**src/design/cbspl_pkg.sv**
```systemverilog
`default_nettype none

package cbspl_pkg;

    // request command codes
    localparam logic CMD_WRITE = 1'b0;
    localparam logic CMD_EVAL  = 1'b1;

    // control that travels down the pipeline with each item
    typedef struct packed {
        logic v;    // stage holds an evaluate request
        logic oor;  // segment out of range
    } ctl_t;

endpackage

`default_nettype wire

```
**src/design/cbspl_wgt.sv**
```systemverilog
`default_nettype none

// basis weights from t: five register stages
module cbspl_wgt #(
    parameter int FRAC_BITS = 16
) (
    input  wire logic                          clk,
    input  wire logic                          rst_n,
    input  wire logic                          en,
    input  wire cbspl_pkg::ctl_t               ctl_in,
    input  wire logic [FRAC_BITS:0]            t_in,
    output cbspl_pkg::ctl_t                    ctl_out,
    output logic      [3:0][FRAC_BITS+3:0]     w_out,
    output logic      [3:0][FRAC_BITS+3:0]     d_out
);

    localparam int TW  = FRAC_BITS + 1;
    localparam int WW  = FRAC_BITS + 4;
    localparam int PW2 = 2 * TW;
    localparam int K   = FRAC_BITS + 5;
    localparam int MW  = WW + K;
    localparam logic [PW2-1:0] HALF = PW2'(1) << (FRAC_BITS - 1);
    localparam logic [K-1:0] RECIP = K'((64'd1 << K) / 64'd6);
    localparam logic signed [WW-1:0] ONE_W = WW'(1) << FRAC_BITS;

    cbspl_pkg::ctl_t ctl_reg [5];

    logic [TW-1:0] s2_t_reg, s2_t2_reg;
    logic [TW-1:0] s3_t_reg, s3_t2_reg, s3_t3_reg;
    logic [3:0][WW-1:0] s3_d_reg, s4_d_reg, s5_d_reg, s6_d_reg;
    logic [3:0][WW-1:0] s4_m_reg, s5_m_reg, s5_q_reg, s6_w_reg;
    logic [3:0] s4_sg_reg, s5_sg_reg;

    logic [TW-1:0] s2_t2_next, s3_t3_next;
    logic [PW2-1:0] sq, cu;
    logic [3:0][WW-1:0] s3_d_next, s4_m_next, s5_q_next, s6_w_next;
    logic [3:0] s4_sg_next;
    logic signed [WW-1:0] ts2, t2s2, ts3, t2s3, t3s3;
    logic signed [WW-1:0] num [4];
    logic signed [WW-1:0] mag;
    logic [MW-1:0] prod;
    logic [WW+2:0] six_q, rem;
    logic [WW-1:0] q;

    // squares and cubes of t, rounded back to the fraction width
    always_comb
    begin
        sq = PW2'(t_in) * PW2'(t_in);
        s2_t2_next = TW'((sq + HALF) >> FRAC_BITS);
        cu = PW2'(s2_t2_reg) * PW2'(s2_t_reg);
        s3_t3_next = TW'((cu + HALF) >> FRAC_BITS);
    end

    // tangent weights, twice the true value
    always_comb
    begin
        ts2  = $signed(WW'(s2_t_reg));
        t2s2 = $signed(WW'(s2_t2_reg));
        s3_d_next[0] = (ts2 <<< 1) - t2s2 - ONE_W;
        s3_d_next[1] = (t2s2 <<< 1) + t2s2 - (ts2 <<< 2);
        s3_d_next[2] = ONE_W + (ts2 <<< 1) - (t2s2 <<< 1) - t2s2;
        s3_d_next[3] = t2s2;
    end

    // position numerators, split into magnitude plus rounding bias and sign
    always_comb
    begin
        ts3  = $signed(WW'(s3_t_reg));
        t2s3 = $signed(WW'(s3_t2_reg));
        t3s3 = $signed(WW'(s3_t3_reg));
        num[0] = ONE_W - (ts3 <<< 1) - ts3 + (t2s3 <<< 1) + t2s3 - t3s3;
        num[1] = (t3s3 <<< 1) + t3s3 - (t2s3 <<< 2) - (t2s3 <<< 1) + (ONE_W <<< 2);
        num[2] = ONE_W + (ts3 <<< 1) + ts3 + (t2s3 <<< 1) + t2s3 - (t3s3 <<< 1) - t3s3;
        num[3] = t3s3;
        for (int k = 0; k < 4; k++)
        begin
            s4_sg_next[k] = num[k][WW-1];
            mag = s4_sg_next[k] ? -num[k] : num[k];
            s4_m_next[k] = WW'(mag) + WW'(3);
        end
    end

    // divide by six: reciprocal multiply, then one correction step
    always_comb
    begin
        for (int k = 0; k < 4; k++)
        begin
            prod = MW'(s4_m_reg[k]) * MW'(RECIP);
            s5_q_next[k] = WW'(prod >> K);
        end
    end

    always_comb
    begin
        for (int k = 0; k < 4; k++)
        begin
            six_q = ((WW+3)'(s5_q_reg[k]) << 2) + ((WW+3)'(s5_q_reg[k]) << 1);
            rem = (WW+3)'(s5_m_reg[k]) - six_q;
            q = (rem >= (WW+3)'(6)) ? s5_q_reg[k] + WW'(1) : s5_q_reg[k];
            s6_w_next[k] = s5_sg_reg[k] ? -q : q;
        end
    end

    always_ff @(posedge clk or negedge rst_n)
    begin
        if (!rst_n)
        begin
            for (int i = 0; i < 5; i++)
            begin
                ctl_reg[i] <= '0;
            end
        end
        else if (en)
        begin
            ctl_reg[0] <= ctl_in;
            for (int i = 1; i < 5; i++)
            begin
                ctl_reg[i] <= ctl_reg[i-1];
            end
        end
    end

    always_ff @(posedge clk)
    begin
        if (en)
        begin
            s2_t_reg  <= t_in;
            s2_t2_reg <= s2_t2_next;
            s3_t_reg  <= s2_t_reg;
            s3_t2_reg <= s2_t2_reg;
            s3_t3_reg <= s3_t3_next;
            s3_d_reg  <= s3_d_next;
            s4_d_reg  <= s3_d_reg;
            s4_m_reg  <= s4_m_next;
            s4_sg_reg <= s4_sg_next;
            s5_d_reg  <= s4_d_reg;
            s5_m_reg  <= s4_m_reg;
            s5_sg_reg <= s4_sg_reg;
            s5_q_reg  <= s5_q_next;
            s6_d_reg  <= s5_d_reg;
            s6_w_reg  <= s6_w_next;
        end
    end

    assign ctl_out = ctl_reg[4];
    assign w_out   = s6_w_reg;
    assign d_out   = s6_d_reg;

endmodule

`default_nettype wire

```
**config.mk**
```make
export PLATFORM = sky130hd
export DESIGN_NAME = cbspl_wgt
export DESIGN_NICKNAME = d
export VERILOG_FILES = /design/src/design/cbspl_pkg.sv /design/src/design/cbspl_wgt.sv
export SDC_FILE = /design/constraint.sdc
export NUM_CORES = 2
export LEC_CHECK = 0
export BUFFER_PORTS_ARGS = -buffer_cell sky130_fd_sc_hd__clkbuf_2
export CAP_MARGIN = 5
export CELL_PAD_IN_SITES_DETAIL_PLACEMENT = 1
export CELL_PAD_IN_SITES_GLOBAL_PLACEMENT = 2
export CORE_MARGIN = 1.5
export CORE_UTILIZATION = 30
export DETAILED_ROUTE_END_ITERATION = 8
export GPL_ROUTABILITY_DRIVEN = 0
export PLACE_DENSITY = 0.72
export SLEW_MARGIN = 20
export SYNTH_ARGS = -nofsm -noshare
export SYNTH_HDL_FRONTEND = slang
export SYNTH_SLANG_ARGS = --single-unit
```
**constraint.sdc**
```tcl
create_clock -name clk -period 9.6 [get_ports clk]
set_input_delay 0.96 -clock clk [delete_from_list [all_inputs] [get_ports clk]]
set_output_delay 0.96 -clock clk [all_outputs]
set_load 0.005 [all_outputs]
```
# After elaboration in Yosys (flattened, before gate mapping)
# Index checks and enable logic that the tools add are counted.
# Widths: inputs -> output; s select.
dict set report classes {
  addsub 46
  multipliers 6
  div 0
  order_cmp 4
  eq_ne 0
  shifts 0
  mux 10
  bitwise_logic 0
  n_reduce_logical 0
}
# operator n
set ops {}
lappend ops {{$mul 20x19->39 const B} 4}
lappend ops {{$mux 20} 6}
lappend ops {{$ge 23x3->1 const B} 4}
lappend ops {{$sub 20x21->22} 4}
lappend ops {{$add 20x19->21} 4}
lappend ops {{$add 18x1->19 const B} 4}
lappend ops {{$add 33x16->33 const B} 2}
lappend ops {{$mul 17x17->33} 2}
lappend ops {{$add 20x3->20 const B} 3}
lappend ops {{$neg 19->20} 3}
lappend ops {{$neg 20->20} 3}
lappend ops {{$sub 20x18->20} 3}
lappend ops {{$mux 19} 3}
lappend ops {{$add 20x18->20} 2}
lappend ops {{$add 20x19->20} 2}
lappend ops {{$sub 19x18->20} 2}
lappend ops {{$sub 19x19->20} 2}
lappend ops {{$sub 20x19->20} 2}
lappend ops {{$add 17x18->19 const A} 2}
lappend ops {{$add 18x17->19} 2}
lappend ops {{$add 19x17->20} 1}
lappend ops {{$add 20x20->20 const B} 1}
lappend ops {{$sub 19x18->20 const B} 1}
lappend ops {{$sub 17x18->19 const A} 1}
lappend ops {{other kinds (3)} 3}
dict set report totals {
  register_bits 703
  latch_bits 0
  ramBits 0
  rom_bits 0
  input_bits 22
  output_inout_bits 162
  elab_cells 115
  mem_count 0
}

# Longest topological paths before layout
dict set report depth {
  ltp_word 9
  ltp_mapped 31
  depth_no_buf 27
}

# Worst setup path before layout
# No wires, ideal clock.
dict set report synth_path {
  path_kind {input-to-reg}
  start {input port t_in[9]}
  end {register s2_t2_reg[16] (data pin)}
  setup_ps 260
  t_arrival_ps 6959
  required_time_ps 9340
  setup_slack_ps 2381
  cell_stages 25
  n_path_buf 1
  cell_sequence {clkbuf_1 > nand2_1 > fa_1 > inv_1 > fa_1 > inv_1 > fa_1 > inv_1 > fa_1 > inv_1 > fa_1 > inv_1 > fa_1 > ha_1 > or3_1 > a221oi_1 > a211oi_1 > o21ai_0 > a211oi_1 > or3_1 > nand3_1 > a21oi_1 > or3_1 > a21oi_1 > xnor2_1}
}
dict set report synth_between {
  elab_chain_cells 2
}
# item line
set synth_rtl {}
lappend synth_rtl {{from (decl)} cbspl_wgt.sv:11} ;# input wire logic [FRAC_BITS:0] t_in,
lappend synth_rtl {{$mul 17x17->33} cbspl_wgt.sv:48} ;# sq = PW2'(t_in) * PW2'(t_in);
lappend synth_rtl {{$add 33x16->33} cbspl_wgt.sv:49} ;# s2_t2_next = TW'((sq + HALF) >> FRAC_BITS);
lappend synth_rtl {{net s2_t2_next[16]} cbspl_wgt.sv:34} ;# logic [TW-1:0] s2_t2_next, s3_t3_next;
lappend synth_rtl {{to (signal assigned)} cbspl_wgt.sv:128} ;# s2_t2_reg <= s2_t2_next;
lappend synth_rtl {{to (decl)} cbspl_wgt.sv:28} ;# logic [TW-1:0] s2_t_reg, s2_t2_reg;
# The timed path passes the listed nets, and every way through them passes these cells.
# A chain may end at the register's enable or synchronous reset.

# Worst setup path in the final report
dict set report layout_path {
  start {register s2_t_reg[3]}
  end {register s3_t3_reg[16] (data pin)}
}
dict set report layout_between {
  elab_chain_cells 2
}
# item line
set layout_rtl {}
lappend layout_rtl {{from (decl)} cbspl_wgt.sv:28}
lappend layout_rtl {{from (signal assigned)} cbspl_wgt.sv:127} ;# s2_t_reg <= t_in;
lappend layout_rtl {{$mul 17x17->33} cbspl_wgt.sv:50} ;# cu = PW2'(s2_t2_reg) * PW2'(s2_t_reg);
lappend layout_rtl {{$add 33x16->33} cbspl_wgt.sv:51} ;# s3_t3_next = TW'((cu + HALF) >> FRAC_BITS);
lappend layout_rtl {{net s3_t3_next[16]} cbspl_wgt.sv:34}
lappend layout_rtl {{to (signal assigned)} cbspl_wgt.sv:131} ;# s3_t3_reg <= s3_t3_next;
lappend layout_rtl {{to (decl)} cbspl_wgt.sv:29} ;# logic [TW-1:0] s3_t_reg, s3_t2_reg, s3_t3_reg;
# The timed path passes the listed nets, and every way through them passes these cells.

==> impl_metrics.py <==
metrics = {
    "synthesis": {
        "yosysTopAreaCell": "fa_1",
        "synth.top_cell.area_share_pct": 27.0,
        "yosysWarningCount": 0,
        "mappedNetlistArea_um2": 85300,
        "syn_inst": 8143,
        "async_flop_share_pct": 1.46,
        "yosysSeqAreaShare_pct": 24.0,
        "yosysUniqueCellTypes": 106,
        "synth-edff-count": 673,
        "synth_area_leaders": "fa_1 27%, edfxtp_1 24%, ha_1 18%",
        "avgSynthCellArea_um2": 10.5,
        "ys_ff_latch": 683,
        "synth_flop_cell": "edfxtp_1",
    },
    "layout": {
        "final_cell_mix": "1882 x inv_1, 1218 x ha_1, 1152 x fa_1",
        "layout.nets": 10706,
        "drive_above_1_share_pct": 5.64,
        "final_common_cell": "inv_1",
        "post-route-util_pct": 33.3,
        "fin_area_um2": 94100,
        "syn_to_final_growth_pct": 10.2,
        "largest_reg_flops": 79,
    },
    "clock_network": {
        "clock_latency_ns": 0.86,
        "cts_tree": "done",
        "cts_resized": 0,
        "cts.clk_slew.worst_paths_ns": 0.06,
        "cts_max_level": 3,
        "cts_buffer_depth": 4,
        "cts_root_buffer": "clkbuf_16",
        "cts_num_sinks": 683,
        "cts_buffers": 100,
    },
    "sta": {
        "fin_crit_sh_pct": 83.9,
        "rsz0062_at_grt": "no",
        "min_period_ns": 8.05,
        "fin_tns_setup_ns": 0,
        "final.setup.worst_slack_ns": 1.55,
        "finalSetupViolCount": 0,
        "worstMarginPinSlew_ns": 1.09,
        "fmaxAchievable_mhz": 124,
        "slew_violations": 0,
        "maxSlewHeadroom_pct": 26.8,
        "fin_skew_ns": 0.0473,
        "hold_viol": 0,
    },
    "setup_path": {
        "end_kind": "flip-flop",
        "rr_endpoint": "s3_t3_reg[16]",
        "critPathRequiredTime_ns": 10.17,
        "rr_startpoint": "s2_t_reg[3]",
        "critPathArrivalTime_ns": 8.62,
        "worstSetupPathType": "flip-flop to flip-flop",
        "critPathMaxFanout": 14,
        "r2r_cells": 25,
        "cp-start-kind": "flip-flop",
        "rrSetupSlack_ns": 1.55,
    },
    "route": {
        "ant_nets": 0,
        "drt-pass1-iter-count": 5,
        "wl_per_cell_um": 18.9,
        "drc": 0,
        "drt_iter0_drc": 2413,
        "vias_per_cell": 4.70,
        "vias": 56998,
        "routed_wl_mm": 230,
    },
    "floorplan": {
        "start_util_pct": 30.2,
        "dieArea_um2": 288000,
        "die_w_um": 536,
        "num_rows": 195,
        "core_area_um2": 283000,
        "top_level_ports": 184,
        "die_h_um": 536,
    },
    "global_route": {
        "grt_pass1_wl_mm": 367,
        "grt_max_degree": 137,
        "grt_usage_pct": 16.2,
        "grt_pass1_vias": 64493,
        "gr-total-overflow": 0,
        "antenna_found_initial": 3,
    },
    "placement": {
        "dp_slack_ns": 1.35,
        "dp_hpwl_mm": 190,
        "portBuffers": 179,
        "placed_area_um2": 90600,
    },
    "job": {
        "maxCapViolations": 0,
    },
    "worst_hold_path": {
        "holdPathStages": 2,
        "worstHoldStart": "ctl_in[0]",
        "min_to": "ctl_reg[8]",
        "hp-class": "input port to flip-flop",
    },
    "run_status": {
        "status": "completed",
    },
}
logic make-up after synthesis:
family | Yosys count | synth area share, %
adders and majority gates | 2370 | 44.9
buffers and inverters | 2045 | 9.07
and+or+nand+nor | 1575 | 9.06
AOI/OAI and AO/OA | 964 | 7.72
DFF | 683 | 24.0
xor gates and xnor gates | 461 | 4.74
muxes | 44 | 0.541
other | 1 | 0.00439
final cells by class:
| cell class | count | area, um^2 |
|---|---|---|
| diodes | 2 | 5.00 |
| clock buffers | 110 | 2560 |
| clock inverters | 69 | 845 |
| fillers | 31757 | 188000 |
| inverters | 1889 | 7090 |
| multi-input cells | 5418 | 57200 |
| flip-flops and latches | 683 | 20500 |
| well taps | 3743 | 4680 |
| repair buffers | 222 | 1260 |
metal layers:
layer | track usage [%] | vias up | share of wire [%]
met2 | 28.4 | 650 | 49
li1 | - | 26863 | -
met5 | 0 | - | 0
met3 | 1.45 | 226 | 2.4
met1 | 21.4 | 29259 | 46
met4 | 3.98 | 0 | 2.3
what timing repair did:
item / CTS / global route
setup buffers: 0 / 0
hold buffers: 1 / 0
hold endpoints to repair: 10 / 0
per-stage QoR:
stage | instances | hold slack, ns
after global placement | 11953 | 0.405
after floorplan | 8146 | 0.400
after detailed placement | 11953 | 0.406
final | 12136 | 0.377
after global routing | 12136 | 0.332
after CTS | 12133 | 0.285
how the worst max path moves through the flow:
stage / from / endpoint / cells past startpoint
after floorplan: t_in[9] / s2_t2_reg[16] / 25
after global placement: t_in[4] / s2_t2_reg[16] / 26
after detailed placement: t_in[3] / s2_t2_reg[16] / 25
after CTS: s2_t2_reg[6] / s3_t3_reg[16] / 25
after global routing: s2_t2_reg[6] / s3_t3_reg[16] / 25
final: s2_t_reg[3] / s3_t3_reg[16] / 25
synth_stat cells, drive strengths merged, types with 59 or more instances:
cell type	count
a21o	92
a21oi	222
and2	116
clkbuf	128
edfxtp	673
fa	1152
ha	1218
inv	1882
nand2	451
nand3	98
nor2	395
nor2b	59
nor3	132
o21a	65
o21ai	172
xnor2	345
xor2	116
worst max-delay path: stages, from the launching register on:
cell and delay [ns]:
edfxtp_1 0.90, clkinv_1 0.51, nor2_1 0.25, fa_1 0.44
inv_1 0.09, fa_1 0.39, inv_1 0.07, ha_1 0.13
inv_1 0.05, fa_1 0.48, inv_1 0.06, fa_1 0.55
fa_1 0.41, ha_1 0.30, a211o_1 0.31, a2111oi_0 0.47
buf_4 0.21, o211ai_1 0.12, o211a_1 0.20, o41ai_1 0.27
buf_4 0.20, o21ai_0 0.22, a2111oi_0 0.67, o31ai_1 0.21
a21oi_1 0.20, xnor2_1 0.08
Power is not shown: default switching activity piles up to over one toggle a cycle in this logic, so the estimate is an artifact.
